File: src/design/cfa_pkg.sv
// Shared types, constants and lookup functions of the CFA false-color renderer.
`default_nettype none
package cfa_pkg;

  localparam int unsigned BYTE_W   = 8;
  localparam int unsigned COORD_W  = 12;
  localparam int unsigned SAMPLE_W = 16;
  localparam int unsigned BITS_W   = 5;
  localparam int unsigned CFG_IDX_W  = 8;
  localparam int unsigned CFG_DATA_W = 5;
  localparam int unsigned FULL_W   = SAMPLE_W + 1;
  localparam int unsigned NUM_W    = 25;
  localparam int unsigned RECIP_W  = 25;
  localparam int unsigned RECIP_SH = 25;
  localparam int unsigned PROD_W   = NUM_W + RECIP_W;
  localparam int unsigned PIX_W    = 8;
  localparam logic [BITS_W-1:0] BITS_MAX = BITS_W'(SAMPLE_W);
  localparam logic [PIX_W-1:0]  ALPHA_OPAQUE = 8'hFF;

  typedef enum logic [CFG_IDX_W-1:0] {
    REG_VALID_BITS    = 8'd0,
    REG_LITTLE_ENDIAN = 8'd1,
    REG_BAYER_PATTERN = 8'd2,
    REG_QUAD_BAYER    = 8'd3
  } cfg_reg_e;

  typedef enum logic [1:0] {
    PAT_RGGB = 2'd0,
    PAT_GRBG = 2'd1,
    PAT_GBRG = 2'd2,
    PAT_BGGR = 2'd3
  } bayer_e;

  typedef enum logic [1:0] {
    CH_RED   = 2'd0,
    CH_GREEN = 2'd1,
    CH_BLUE  = 2'd2
  } chan_e;

  typedef struct packed {
    logic [BITS_W-1:0] bits;
    logic              little_endian;
    bayer_e            pattern;
    logic              quad;
  } cfg_t;

  typedef struct packed {
    logic [NUM_W-1:0] num;
    chan_e            site;
  } s1_t;

  typedef struct packed {
    logic [NUM_W-1:0] num;
    logic [PIX_W-1:0] quot;
    chan_e            site;
  } s2_t;

  typedef struct packed {
    logic [NUM_W-1:0] num;
    logic [NUM_W-1:0] prod;
    logic [PIX_W-1:0] quot;
    chan_e            site;
  } s3_t;

  // floor(2^25 / (2 * (2^bits - 1)))
  function automatic logic [RECIP_W-1:0] recip_lookup(input logic [BITS_W-1:0] bits);
    logic [RECIP_W-1:0] r;
    case (bits)
      5'd1:    r = 25'd16777216;
      5'd2:    r = 25'd5592405;
      5'd3:    r = 25'd2396745;
      5'd4:    r = 25'd1118481;
      5'd5:    r = 25'd541200;
      5'd6:    r = 25'd266305;
      5'd7:    r = 25'd132104;
      5'd8:    r = 25'd65793;
      5'd9:    r = 25'd32832;
      5'd10:   r = 25'd16400;
      5'd11:   r = 25'd8196;
      5'd12:   r = 25'd4097;
      5'd13:   r = 25'd2048;
      5'd14:   r = 25'd1024;
      5'd15:   r = 25'd512;
      default: r = 25'd256;
    endcase
    return r;
  endfunction

  function automatic logic [FULL_W-1:0] full_scale(input logic [BITS_W-1:0] bits);
    logic [FULL_W-1:0] one;
    one = FULL_W'(1);
    return (one << bits) - one;
  endfunction

  function automatic chan_e site_lookup(input bayer_e pat, input logic oy, input logic ox);
    chan_e ch;
    case (pat)
      PAT_RGGB: ch = oy ? (ox ? CH_BLUE : CH_GREEN) : (ox ? CH_GREEN : CH_RED);
      PAT_GRBG: ch = oy ? (ox ? CH_GREEN : CH_BLUE) : (ox ? CH_RED : CH_GREEN);
      PAT_GBRG: ch = oy ? (ox ? CH_GREEN : CH_RED) : (ox ? CH_BLUE : CH_GREEN);
      PAT_BGGR: ch = oy ? (ox ? CH_RED : CH_GREEN) : (ox ? CH_GREEN : CH_BLUE);
      default:  ch = CH_GREEN;
    endcase
    return ch;
  endfunction

endpackage
`default_nettype wire

File: src/design/cfa_cfg_regs.sv
// Configuration register file with bit-depth saturation.
`default_nettype none
module cfa_cfg_regs
  import cfa_pkg::*;
(
  input  wire logic                  clk_i,
  input  wire logic                  rst_ni,
  input  wire logic                  cfg_we_i,
  input  wire logic [CFG_IDX_W-1:0]  cfg_idx_i,
  input  wire logic [CFG_DATA_W-1:0] cfg_data_i,
  output cfg_t                       cfg_o
);

  cfg_t cfg_d, cfg_q;

  always_comb begin
    cfg_d = cfg_q;
    if (cfg_we_i) begin
      case (cfg_idx_i)
        REG_VALID_BITS: begin
          if (cfg_data_i == '0 || cfg_data_i > BITS_MAX) begin
            cfg_d.bits = BITS_MAX;
          end else begin
            cfg_d.bits = cfg_data_i;
          end
        end
        REG_LITTLE_ENDIAN: cfg_d.little_endian = cfg_data_i[0];
        REG_BAYER_PATTERN: cfg_d.pattern = bayer_e'(cfg_data_i[1:0]);
        REG_QUAD_BAYER:    cfg_d.quad = cfg_data_i[0];
        default: ;
      endcase
    end
  end

  always_ff @(posedge clk_i or negedge rst_ni) begin
    if (!rst_ni) begin
      cfg_q.bits          <= BITS_MAX;
      cfg_q.little_endian <= 1'b1;
      cfg_q.pattern       <= PAT_RGGB;
      cfg_q.quad          <= 1'b0;
    end else begin
      cfg_q <= cfg_d;
    end
  end

  assign cfg_o = cfg_q;

endmodule
`default_nettype wire

File: src/design/cfa_unpack.sv
// Stage 1: word assembly, masking, scaling numerator and color site.
`default_nettype none
module cfa_unpack
  import cfa_pkg::*;
(
  input  wire logic               clk_i,
  input  wire logic               rst_ni,
  input  wire logic               en_i,
  input  wire cfg_t               cfg_i,
  input  wire logic               valid_i,
  input  wire logic [BYTE_W-1:0]  first_byte_i,
  input  wire logic [BYTE_W-1:0]  second_byte_i,
  input  wire logic [COORD_W-1:0] column_i,
  input  wire logic [COORD_W-1:0] row_i,
  output logic                    valid_o,
  output s1_t                     s1_o
);

  logic [FULL_W-1:0]   full;
  logic [SAMPLE_W-1:0] word;
  logic [SAMPLE_W-1:0] sample;
  logic                ox, oy;
  logic                valid_q;
  s1_t                 s1_d, s1_q;

  always_comb begin
    full   = full_scale(cfg_i.bits);
    word   = cfg_i.little_endian ? {second_byte_i, first_byte_i}
                                 : {first_byte_i, second_byte_i};
    sample = word & full[SAMPLE_W-1:0];
    ox     = cfg_i.quad ? column_i[1] : column_i[0];
    oy     = cfg_i.quad ? row_i[1] : row_i[0];
    s1_d.num  = ({sample, 9'b0} - {8'b0, sample, 1'b0}) + NUM_W'(full);
    s1_d.site = site_lookup(cfg_i.pattern, oy, ox);
  end

  always_ff @(posedge clk_i or negedge rst_ni) begin
    if (!rst_ni) begin
      valid_q <= 1'b0;
    end else if (en_i) begin
      valid_q <= valid_i;
    end
  end

  always_ff @(posedge clk_i) begin
    if (en_i) begin
      s1_q <= s1_d;
    end
  end

  assign valid_o = valid_q;
  assign s1_o    = s1_q;

endmodule
`default_nettype wire

File: src/design/cfa_scale.sv
// Stages 2 and 3: reciprocal multiply for the quotient estimate and back-multiply.
`default_nettype none
module cfa_scale
  import cfa_pkg::*;
(
  input  wire logic clk_i,
  input  wire logic rst_ni,
  input  wire logic en_i,
  input  wire cfg_t cfg_i,
  input  wire logic valid_i,
  input  wire s1_t  s1_i,
  output logic      valid_o,
  output s3_t       s3_o
);

  logic [PROD_W-1:0] prod;
  logic [FULL_W-1:0] divisor;
  logic              s2_valid_q, s3_valid_q;
  s2_t               s2_d, s2_q;
  s3_t               s3_d, s3_q;

  always_comb begin
    prod      = PROD_W'(s1_i.num) * PROD_W'(recip_lookup(cfg_i.bits));
    s2_d.num  = s1_i.num;
    s2_d.quot = prod[RECIP_SH +: PIX_W];
    s2_d.site = s1_i.site;
  end

  always_comb begin
    divisor   = full_scale(cfg_i.bits) << 1;
    s3_d.num  = s2_q.num;
    s3_d.prod = NUM_W'(s2_q.quot) * NUM_W'(divisor);
    s3_d.quot = s2_q.quot;
    s3_d.site = s2_q.site;
  end

  always_ff @(posedge clk_i or negedge rst_ni) begin
    if (!rst_ni) begin
      s2_valid_q <= 1'b0;
      s3_valid_q <= 1'b0;
    end else if (en_i) begin
      s2_valid_q <= valid_i;
      s3_valid_q <= s2_valid_q;
    end
  end

  always_ff @(posedge clk_i) begin
    if (en_i) begin
      s2_q <= s2_d;
      s3_q <= s3_d;
    end
  end

  assign valid_o = s3_valid_q;
  assign s3_o    = s3_q;

endmodule
`default_nettype wire

File: src/design/cfa_false_color_renderer.sv
// Top level of the CFA false-color renderer: pipeline control, correction and output stage.
// The block turns one stored raw sample per transaction into one RGBA pixel. It takes a
// transaction in every cycle unless the output stalls and passes each result through
// the pipeline registers in order: unpack and numerator, reciprocal multiply, back-multiply,
// then quotient correction and channel routing into the output register. The scaled value is
// floor((510*v + M) / (2*M)) with M = 2^valid_bits - 1, exact for every sample. All stages
// advance together; a stalled result holds the whole pipeline and in_stall_o rises in the
// same cycle. Configuration registers are written through the plain write port and must
// only change while no transaction is in flight.
`default_nettype none
module cfa_false_color_renderer
  import cfa_pkg::*;
(
  input  wire logic                  clk_i,
  input  wire logic                  rst_ni,
  input  wire logic                  cfg_we_i,
  input  wire logic [CFG_IDX_W-1:0]  cfg_idx_i,
  input  wire logic [CFG_DATA_W-1:0] cfg_data_i,
  input  wire logic                  in_valid_i,
  output logic                       in_stall_o,
  input  wire logic [BYTE_W-1:0]     first_byte_i,
  input  wire logic [BYTE_W-1:0]     second_byte_i,
  input  wire logic [COORD_W-1:0]    column_i,
  input  wire logic [COORD_W-1:0]    row_i,
  output logic                       out_valid_o,
  input  wire logic                  out_stall_i,
  output logic [PIX_W-1:0]           red_o,
  output logic [PIX_W-1:0]           green_o,
  output logic [PIX_W-1:0]           blue_o,
  output logic [PIX_W-1:0]           alpha_o
);

  cfg_t              cfg;
  logic              en;
  logic              s1_valid, s3_valid;
  s1_t               s1;
  s3_t               s3;
  logic [NUM_W-1:0]  rem;
  logic [FULL_W-1:0] divisor;
  logic [PIX_W:0]    quot_fix;
  logic [PIX_W-1:0]  pix;
  logic              out_valid_q;
  logic [PIX_W-1:0]  red_d, green_d, blue_d;
  logic [PIX_W-1:0]  red_q, green_q, blue_q;

  assign en = !(out_valid_q && out_stall_i);

  cfa_cfg_regs u_cfg (
    .clk_i      (clk_i),
    .rst_ni     (rst_ni),
    .cfg_we_i   (cfg_we_i),
    .cfg_idx_i  (cfg_idx_i),
    .cfg_data_i (cfg_data_i),
    .cfg_o      (cfg)
  );

  cfa_unpack u_unpack (
    .clk_i         (clk_i),
    .rst_ni        (rst_ni),
    .en_i          (en),
    .cfg_i         (cfg),
    .valid_i       (in_valid_i),
    .first_byte_i  (first_byte_i),
    .second_byte_i (second_byte_i),
    .column_i      (column_i),
    .row_i         (row_i),
    .valid_o       (s1_valid),
    .s1_o          (s1)
  );

  cfa_scale u_scale (
    .clk_i   (clk_i),
    .rst_ni  (rst_ni),
    .en_i    (en),
    .cfg_i   (cfg),
    .valid_i (s1_valid),
    .s1_i    (s1),
    .valid_o (s3_valid),
    .s3_o    (s3)
  );

  always_comb begin
    divisor  = full_scale(cfg.bits) << 1;
    rem      = s3.num - s3.prod;
    quot_fix = {1'b0, s3.quot} + ((rem >= NUM_W'(divisor)) ? (PIX_W+1)'(1) : '0);
    pix      = quot_fix[PIX_W] ? ALPHA_OPAQUE : quot_fix[PIX_W-1:0];
    red_d    = (s3.site == CH_RED)   ? pix : '0;
    green_d  = (s3.site == CH_GREEN) ? pix : '0;
    blue_d   = (s3.site == CH_BLUE)  ? pix : '0;
  end

  always_ff @(posedge clk_i or negedge rst_ni) begin
    if (!rst_ni) begin
      out_valid_q <= 1'b0;
    end else if (en) begin
      out_valid_q <= s3_valid;
    end
  end

  always_ff @(posedge clk_i) begin
    if (en) begin
      red_q   <= red_d;
      green_q <= green_d;
      blue_q  <= blue_d;
    end
  end

  assign in_stall_o  = !en;
  assign out_valid_o = out_valid_q;
  assign red_o       = red_q;
  assign green_o     = green_q;
  assign blue_o      = blue_q;
  assign alpha_o     = ALPHA_OPAQUE;

  a_accept_enters_pipe: assert property (@(posedge clk_i) disable iff (!rst_ni)
    (in_valid_i && !in_stall_o) |=> s1_valid)
    else $error("accepted transaction did not enter stage 1");

  a_quot_within_one: assert property (@(posedge clk_i) disable iff (!rst_ni)
    s3_valid |-> (rem < NUM_W'({divisor, 1'b0})))
    else $error("quotient estimate off by more than one");

  a_single_channel: assert property (@(posedge clk_i) disable iff (!rst_ni)
    out_valid_o |-> ($countones({red_o != '0, green_o != '0, blue_o != '0}) <= 1))
    else $error("more than one color channel carries the sample");

  a_stall_holds_pipe: assert property (@(posedge clk_i) disable iff (!rst_ni)
    (out_valid_o && out_stall_i) |=> (out_valid_o && $stable(s3_valid)))
    else $error("pipeline advanced under output stall");

endmodule
`default_nettype wire
File: config.mk
export PLATFORM = sky130hd
export DESIGN_NAME = cfa_false_color_renderer
export DESIGN_NICKNAME = d
export VERILOG_FILES = /design/src/design/cfa_pkg.sv /design/src/design/cfa_cfg_regs.sv /design/src/design/cfa_unpack.sv /design/src/design/cfa_scale.sv /design/src/design/cfa_false_color_renderer.sv
export SDC_FILE = /design/constraint.sdc
export NUM_CORES = 1
export LEC_CHECK = 0
export BUFFER_PORTS_ARGS = -buffer_cell sky130_fd_sc_hd__buf_2
export CORE_MARGIN = 2
export CORE_UTILIZATION = 65
export CTS_CLUSTER_DIAMETER = 120
export DETAILED_ROUTE_END_ITERATION = 8
export PLACE_DENSITY_LB_ADDON = 0.1
export SLEW_MARGIN = 25
export SYNTH_ARGS = -nofsm -noshare
export SYNTH_HDL_FRONTEND = slang
export SYNTH_HIERARCHICAL = 1
export SYNTH_SLANG_ARGS = --single-unit
File: constraint.sdc
create_clock -name clk_i -period 9.1 [get_ports clk_i]
set_input_delay 2.275 -clock clk_i [delete_from_list [all_inputs] [get_ports clk_i]]
set_output_delay 2.275 -clock clk_i [all_outputs]
set_load 0.01 [all_outputs]
==> out/qor.csv, run 1 <==
metric;value;unit
status;finished clean;
coreArea;41950;um2
insertion_delay;0.45;ns
synth_ff_type;edfxtp_1;
multi_input_area;20010;um2
dr_total_vias;19991;
ant_nets;0;
setup_tns;0;ns
crit_buf_inv;7;
hold_class;flip-flop to flip-flop;
drive_above_1_share;7.651;%
die_area;44160;um2
viasPerCell;5.679;
antenna_found_initial;2;
rows;75;
area_delta_synth_final;5.594;%
port_buffers;63;
dp_hpwl;52420;um
fin_cells;3520;
h-tree-depth;4;
pin_count;92;
worstSetupStartpointType;flip-flop;
grt_pass1_vias;21510;
fin_crit_sh;92.49;%
worst_ep_arrival_time;8.60;ns
dr.pass1.iters;5;
slowest_stage;dfrtp_1;
first_iter_violations;1505;
rsz0062_at_grt;false;
grt_pass1_wl;110500;um
worstSetupEndpointType;flip-flop;
layout.nets;3731;
yosysTopAreaCell;fa_1;
ctsLongestPathBuffers;2;
max_stage_delay;0.74;ns
clock_skew;0.02021;ns
synth_cells;2949;
setup_viol;0;
nFillCells;3341;
yosysWarnings;6;
max_cap_viol_count;0;
drcViolationCount;0;
hold_buffers;0;
crit_type;flip-flop to flip-flop;
cp_top_family;adder cells;
die_x;210.1;um
ys_ff_latch;158;
cts_num_sinks;158;
dp_cells;3487;
hold_viol_final;0;
finalWirelength;67200;um
max_freq;118.8;MHz
synth_top_area_share;29.50;%
numCtsBuffers;17;
start_util;65.85;%
ys_async_sr_fraction;8.228;%
die_y;210.1;um
maxSlewHeadroom;30.65;%
clkTransAtPathRegs;0.08;ns
syn-cell-area;27620;um2
period_minus_slack;8.416;ns
maxSlewViolCount;0;
grt_max_degree;90;
grtUsageTotal;32.38;%
root_buffer;clkbuf_16;
yosysSeqAreaShare;16.95;%
crit_path_max_fanout;15;
ys_types;92;
syn_avg_cell_area;9.366;um2
gr-total-overflow;0;
worst_pin_slew;1.040;ns
regArea;4684;um2
gp_congestion;0.9121;
worst_path_most_repeated_cell;fa_1;
required;9.28;ns
cts_tree;done;
post_drt_wl_per_cell;19.09;um
synth_edf_count;145;
synthTopCellsByArea;fa_1, edfxtp_1, ha_1;
==> cell usage after synthesis (all sizes together), types with 23 or more instances <==
cell and count:
clkbuf 95, nor2b 73, nor3 23, xor2 26, a21o 24, inv 668
mux2 23, buf 25, and2 335, ha 299, o21ai 65, fa 407
a21oi 87, nor2 99, xnor2 68, nand2 193, edfxtp 145, nand3 25
==> metal layers <==
metal	vias up	global-route usage, %	routed length, um
met5	-	0	0
met4	0	7.850	1496
met1	10060	42.71	27820
li1	9229	-	-
met3	99	4.946	4641
met2	603	56.46	33240
==> flip-flops by register name (all words and copies together), names as in the netlist <==
register	cells
green_o	8
u_scale/s2_q	35
u_unpack/s1_o	27
red_o	8
u_scale/s2_valid_q	1
u_scale/s3_o	59
out_valid_o	1
blue_o	8
u_cfg/cfg_o	9
u_scale/valid_o	1
u_unpack/valid_o	1
==> path summary, 6_finish.rpt <==
path	slack, ns	from	to	depth (start not counted)
worst max-delay path	0.68	u_cfg/cfg_o[4]	u_scale/s2_q[9]	25
worst min-delay path	0.40	u_unpack/s1_o[1]	u_scale/s2_q[1]	0
worst max register to register	0.68	u_cfg/cfg_o[4]	u_scale/s2_q[9]	25
worst min register to register	0.40	u_unpack/s1_o[1]	u_scale/s2_q[1]	0
max in group asynchronous	7.11	rst_ni	u_cfg/cfg_o[3]	1
min in group asynchronous	1.71	rst_ni	u_cfg/cfg_o[0]	1
==> cells in the final DEF (no fill, tap or decap), types with 6 or more instances in the layout <==
cell	Yosys	routed
edfxtp_1	145	145
clkbuf_16	0	17
o21ai_1	15	15
ha_1	299	299
a31oi_1	14	14
nor3_1	21	18
nand2b_1	22	22
mux2_2	19	19
inv_1	664	664
o21ai_0	48	48
nand2_1	193	192
mux2i_1	20	20
xnor2_1	68	68
buf_2	11	63
or3_1	6	6
nand4_1	17	17
o21a_1	14	14
nand3_1	25	25
conb_1	2	9
nor2b_1	72	72
buf_4	10	48
a211oi_1	7	7
a21oi_1	84	84
and2_1	335	335
inv_8	0	8
or2_2	14	14
xor2_1	26	26
a21o_1	24	24
a22oi_1	10	10
o211ai_1	7	7
nor2_1	99	99
o21bai_1	8	8
fa_1	407	407
dfrtp_1	11	9
and3_1	15	15
==> timing repair <==
item / 4_1_cts / 5_1_grt
setup buffers: 0 / 0
gates resized for setup: 0 / 1
endpoints found under the setup margin: 0 / 1
==> worst register-to-register path, stage by stage, from the launching register on <==
cell and delay (ns):
dfrtp_1 0.74, inv_2 0.25, mux2i_1 0.18, nor3_2 0.70, buf_4 0.31, nand2_1 0.09, fa_1 0.46, inv_1 0.07
fa_1 0.40, inv_1 0.08, fa_1 0.43, fa_1 0.49, fa_1 0.55, inv_1 0.05, fa_1 0.49, inv_1 0.05
fa_1 0.48, inv_1 0.04, ha_1 0.29, a21o_1 0.17, a311oi_1 0.27, o221ai_1 0.32, o2111ai_1 0.46, a31oi_2 0.26
a41oi_1 0.38, xnor2_1 0.13
==> cell type report <==
| class | instances | share of cell area, % |
|---|---|---|
| Antenna cell | 1 | 0.008580 |
| Clock buffer | 17 | 1.459 |
| Clock inverter | 15 | 0.5620 |
| Inverter | 668 | 8.597 |
| Multi-Input combinational cell | 2010 | 68.62 |
| Sequential cell | 158 | 16.06 |
| Tap cell | 539 | 2.312 |
| Timing Repair Buffer | 112 | 2.385 |
==> logic make-up after synthesis <==
group	after synthesis	synth area share (%)
compound gates	296	7.171
xor+xnor	95	3.062
fa+ha+maj	707	43.08
buf+inv	788	10.92
flops	158	16.95
mux	44	1.798
other cells	2	0.02719
simple gates	859	16.99
==> through the flow <==
step	utilization [%]	hold WS (ns)	worst slack, ns	area [um2]
2_1_floorplan	-	0.4003	0.9724	27650
3_3_place_gp	68.08	0.4003	0.8625	28560
3_5_place_dp	68.10	0.4045	0.6482	28560
4_1_cts	69.50	0.4106	0.6165	29150
5_1_grt	69.53	0.4113	0.1727	29160
6_report	69.53	0.4031	0.6837	29170
Power of run 1 is not shown: default switching activity piles up to over one toggle a cycle in this logic, so the estimate is an artifact.
==> inputs of run 2 (changes only) <==
REMOVE_ABC_BUFFERS = 1   (was not set)
==> out/qor.csv, run 2 (synthesized netlist as in run 1, its figures left out) <==
metric;value;unit
rsz0062_at_grt;false;
dr_total_vias;20182;
cts_num_sinks;158;
drive_above_1_share;7.679;%
max_cap_viol_count;0;
required;9.30;ns
period_minus_slack;8.504;ns
grt_max_degree;77;
largest_reg_flops;59;
grtUsageTotal;32.75;%
max_freq;117.6;MHz
first_iter_violations;1544;
maxSlewViolCount;0;
rows;75;
maxSlewHeadroom;31.85;%
die_area;44160;um2
setup_viol;0;
clkTransAtPathRegs;0.07;ns
setup_tns;0;ns
worstSetupEndpointType;flip-flop;
hold_class;flip-flop to flip-flop;
hold_path_end;u_scale/s3_o[58];
postCtsSetupBuffers;0;
grt_pass1_vias;21753;
finalWirelength;68030;um
worst-r2r-cell-count;23;
viasPerCell;5.730;
start_util;65.85;%
gp_congestion;0.9289;
final_common_cell;inv_1;
post_drt_wl_per_cell;19.31;um
fin_crit_sh;93.45;%
ctsLongestPathBuffers;2;
rr_startpoint;u_cfg/cfg_o[7];
dp_hpwl;52240;um
worstSetupStartpointType;flip-flop;
gr-total-overflow;0;
insertion_delay;0.45;ns
worst_pin_slew;1.022;ns
r2r_slack;0.60;ns
drcViolationCount;0;
status;finished clean;
die_y;210.1;um
final_cell_mix;inv_1, fa_1, and2_1;
numCtsBuffers;17;
port_buffers;63;
dr.pass1.iters;7;
hold_depth;0;
area_delta_synth_final;5.676;%
ant_nets;0;
crit_type;flip-flop to flip-flop;
holdCritStartpoint;u_scale/s2_q[33];
die_x;210.1;um
cts_tree;done;
pin_count;92;
r2r_end;u_scale/s3_o[34];
coreArea;41950;um2
hold_viol_final;0;
cts_resized;0;
root_buffer;clkbuf_16;
clock_skew;0.009008;ns
h-tree-depth;4;
antenna_found_initial;0;
worst_ep_arrival_time;8.70;ns
layout.nets;3733;
hold_buffers;0;
grt_pass1_wl;112100;um
crit_path_max_fanout;20;
## run 2: final cells by class
class	instances	area (um2)
diodes	1	2.502
inverters	668	2507
clock buffers	17	425.4
well taps	539	674.4
repair buffers	114	710.7
multi-input cells	2010	20000
fillers	3339	12760
flip-flops and latches	158	4684
clock inverters	15	180.2
## run 2: per-layer routing
metal	share of wire, %	up-vias	track usage [%]
li1	-	9203	-
met1	41	10082	44.01
met2	48	753	55.00
met3	7.2	144	4.723
met4	3.2	0	10.96
met5	0	-	0
## run 2: worst max-delay path by stage
stage,startpoint,endpoint,slack [ns],cells after the start
6_report,u_cfg/cfg_o[7],u_scale/s3_o[34],0.60,23
5_1_grt,u_cfg/cfg_o[7],u_scale/s3_o[34],0.07,23
4_1_cts,u_cfg/cfg_o[7],u_scale/s3_o[34],0.71,23
3_5_place_dp,u_cfg/cfg_o[7],u_scale/s3_o[34],0.70,23
3_3_place_gp,u_cfg/cfg_o[7],u_scale/s3_o[34],0.82,21
2_1_floorplan,out_stall_i,in_stall_o,0.97,2
## run 2: through the flow
step	area, um2	hold slack, ns	instances	setup slack [ns]	utilization, %
2_1_floorplan	27140	0.4003	2836	0.9724	-
3_5_place_dp	28570	0.4045	3489	0.7025	68.10
6_report	29190	0.4193	3522	0.5959	69.59
3_3_place_gp	28560	0.4017	3489	0.8216	68.10
5_1_grt	29190	0.4240	3521	0.07181	69.58
4_1_cts	29170	0.4183	3521	0.7107	69.55
## run 2: worst max-delay path, cell delays in order (launching register included)
cell and delay [ns]:
dfrtp_2 0.54, buf_4 0.28, nor3_2 0.64, nand3_1 0.50, ha_1 0.55, nor3_1 0.30, a21oi_1 0.10, o21ai_1 0.65
and2_1 0.24, fa_1 0.45, fa_1 0.54, fa_1 0.55, inv_1 0.06, fa_1 0.53, inv_1 0.04, ha_1 0.32
o21a_1 0.16, o21ai_0 0.08, nand2b_1 0.13, o2111ai_1 0.19, a2111oi_1 0.92, o41ai_1 0.21, mux2i_1 0.19, nor2_1 0.07
Power of run 2 is left out for the same reason.
==> inputs of run 3 (changes only) <==
PLACE_DENSITY_LB_ADDON = 0.3   (was 0.1)
==> out/qor.csv, run 3 (synthesized netlist as in run 1, its figures left out) <==
metric;value;unit
status;finished clean;
die_y;210.1;um
ant_nets;0;
viasPerCell;5.823;
clkTransAtPathRegs;0.07;ns
rr_startpoint;u_cfg/cfg_o[5];
grt_pass1_vias;22380;
largest_reg_flops;59;
first_iter_violations;1445;
crit_path_start;u_cfg/cfg_o[5];
setup_viol;0;
gr-total-overflow;0;
period_minus_slack;8.577;ns
final_common_cell;inv_1;
clock_skew;0.01266;ns
numCtsBuffers;17;
area_delta_synth_final;5.545;%
required;9.30;ns
rows;75;
worst_ep_arrival_time;8.77;ns
layout.nets;3735;
maxSlewHeadroom;27.66;%
dp_hpwl;52690;um
dr.pass1.iters;8;
max_freq;116.6;MHz
die_x;210.1;um
antenna_found_initial;0;
insertion_delay;0.45;ns
rsz0062_at_grt;false;
root_buffer;clkbuf_16;
regArea;4684;um2
cts_tree;done;
holdCritStartpoint;u_scale/s2_q[22];
multi_input_area;19990;um2
ctsLongestPathBuffers;2;
cts_resized;0;
worstSetupEndpointType;flip-flop;
hold_buffers;0;
cts_num_sinks;158;
antenna_cells;0;
h-tree-depth;4;
worst_pin_slew;1.074;ns
crit_type;flip-flop to flip-flop;
die_area;44160;um2
grtUsageTotal;32.76;%
nFillCells;3169;
crit_path_max_fanout;16;
finalWirelength;68530;um
worstSetupStartpointType;flip-flop;
dr_total_vias;20513;
start_util;65.85;%
final_cell_mix;inv_1, fa_1, and2_1;
max_cap_viol_count;0;
setup_tns;0;ns
pin_count;92;
coreArea;41950;um2
gp_congestion;0.9798;
hold_viol_final;0;
grt_pass1_wl;112500;um
hold_class;flip-flop to flip-flop;
drive_above_1_share;7.741;%
maxSlewViolCount;0;
port_buffers;63;
drcViolationCount;0;
grt_max_degree;86;
post_drt_wl_per_cell;19.45;um
postCtsSetupBuffers;0;
fin_crit_sh;94.26;%
==> run 3: layout make-up <==
class	instances	share of cell area [%]
Multi-Input combinational cell	2010	68.58
Sequential cell	158	16.07
Inverter	668	8.601
Timing Repair Buffer	116	2.472
Tap cell	539	2.313
Clock buffer	17	1.459
Clock inverter	15	0.5107
==> run 3: worst max-delay path, stage by stage, from the launching register on <==
cell and delay (ns):
dfrtp_1 0.78, inv_2 0.28, nor3_2 0.76, buf_4 0.36, nand2_1 0.11, fa_1 0.46, inv_1 0.08, fa_1 0.40
inv_1 0.08, fa_1 0.45, fa_1 0.53, inv_1 0.06, fa_1 0.44, fa_1 0.51, inv_1 0.05, fa_1 0.47
inv_1 0.04, ha_1 0.30, and3_1 0.18, nand4_1 0.19, nor4_2 0.68, o2111ai_1 0.35, a31oi_2 0.39, a41oi_1 0.18
xnor2_1 0.15
==> run 3: path summary, 6_finish.rpt <==
kind	to	slack, ns	cells after the start
worst max-delay path	u_scale/s2_q[9]	0.52	24
worst min-delay path	u_scale/s3_o[47]	0.42	0
worst max register to register	u_scale/s2_q[9]	0.52	24
worst min register to register	u_scale/s3_o[47]	0.42	0
max in group asynchronous	u_cfg/cfg_o[8]	7.11	1
min in group asynchronous	u_cfg/cfg_o[4]	1.70	1
==> run 3: metal layers <==
metal | track usage, % | wire, um | up-vias | part of all wire, %
li1 | - | - | 9219 | -
met4 | 15.04 | 3534 | 0 | 5.2
met5 | 0 | 0 | - | 0
met2 | 55.96 | 33360 | 849 | 49
met3 | 5.542 | 5126 | 233 | 7.5
met1 | 40.97 | 26510 | 10212 | 39
==> run 3: per-stage QoR <==
stage | utilization [%] | cell area (um2) | std cells | hold slack (ns) | setup slack [ns]
finish | 69.50 | 29150 | 3523 | 0.4196 | 0.5226
global route | 69.50 | 29150 | 3523 | 0.4263 | 0.2178
CTS | 69.46 | 29140 | 3522 | 0.4198 | 0.6962
detailed placement | 68.10 | 28560 | 3490 | 0.4045 | 0.7128
global placement | 68.06 | 28550 | 3490 | 0.4016 | 0.9060
floorplan | - | 27140 | 2836 | 0.4003 | 0.9724
Power of run 3 is left out for the same reason.
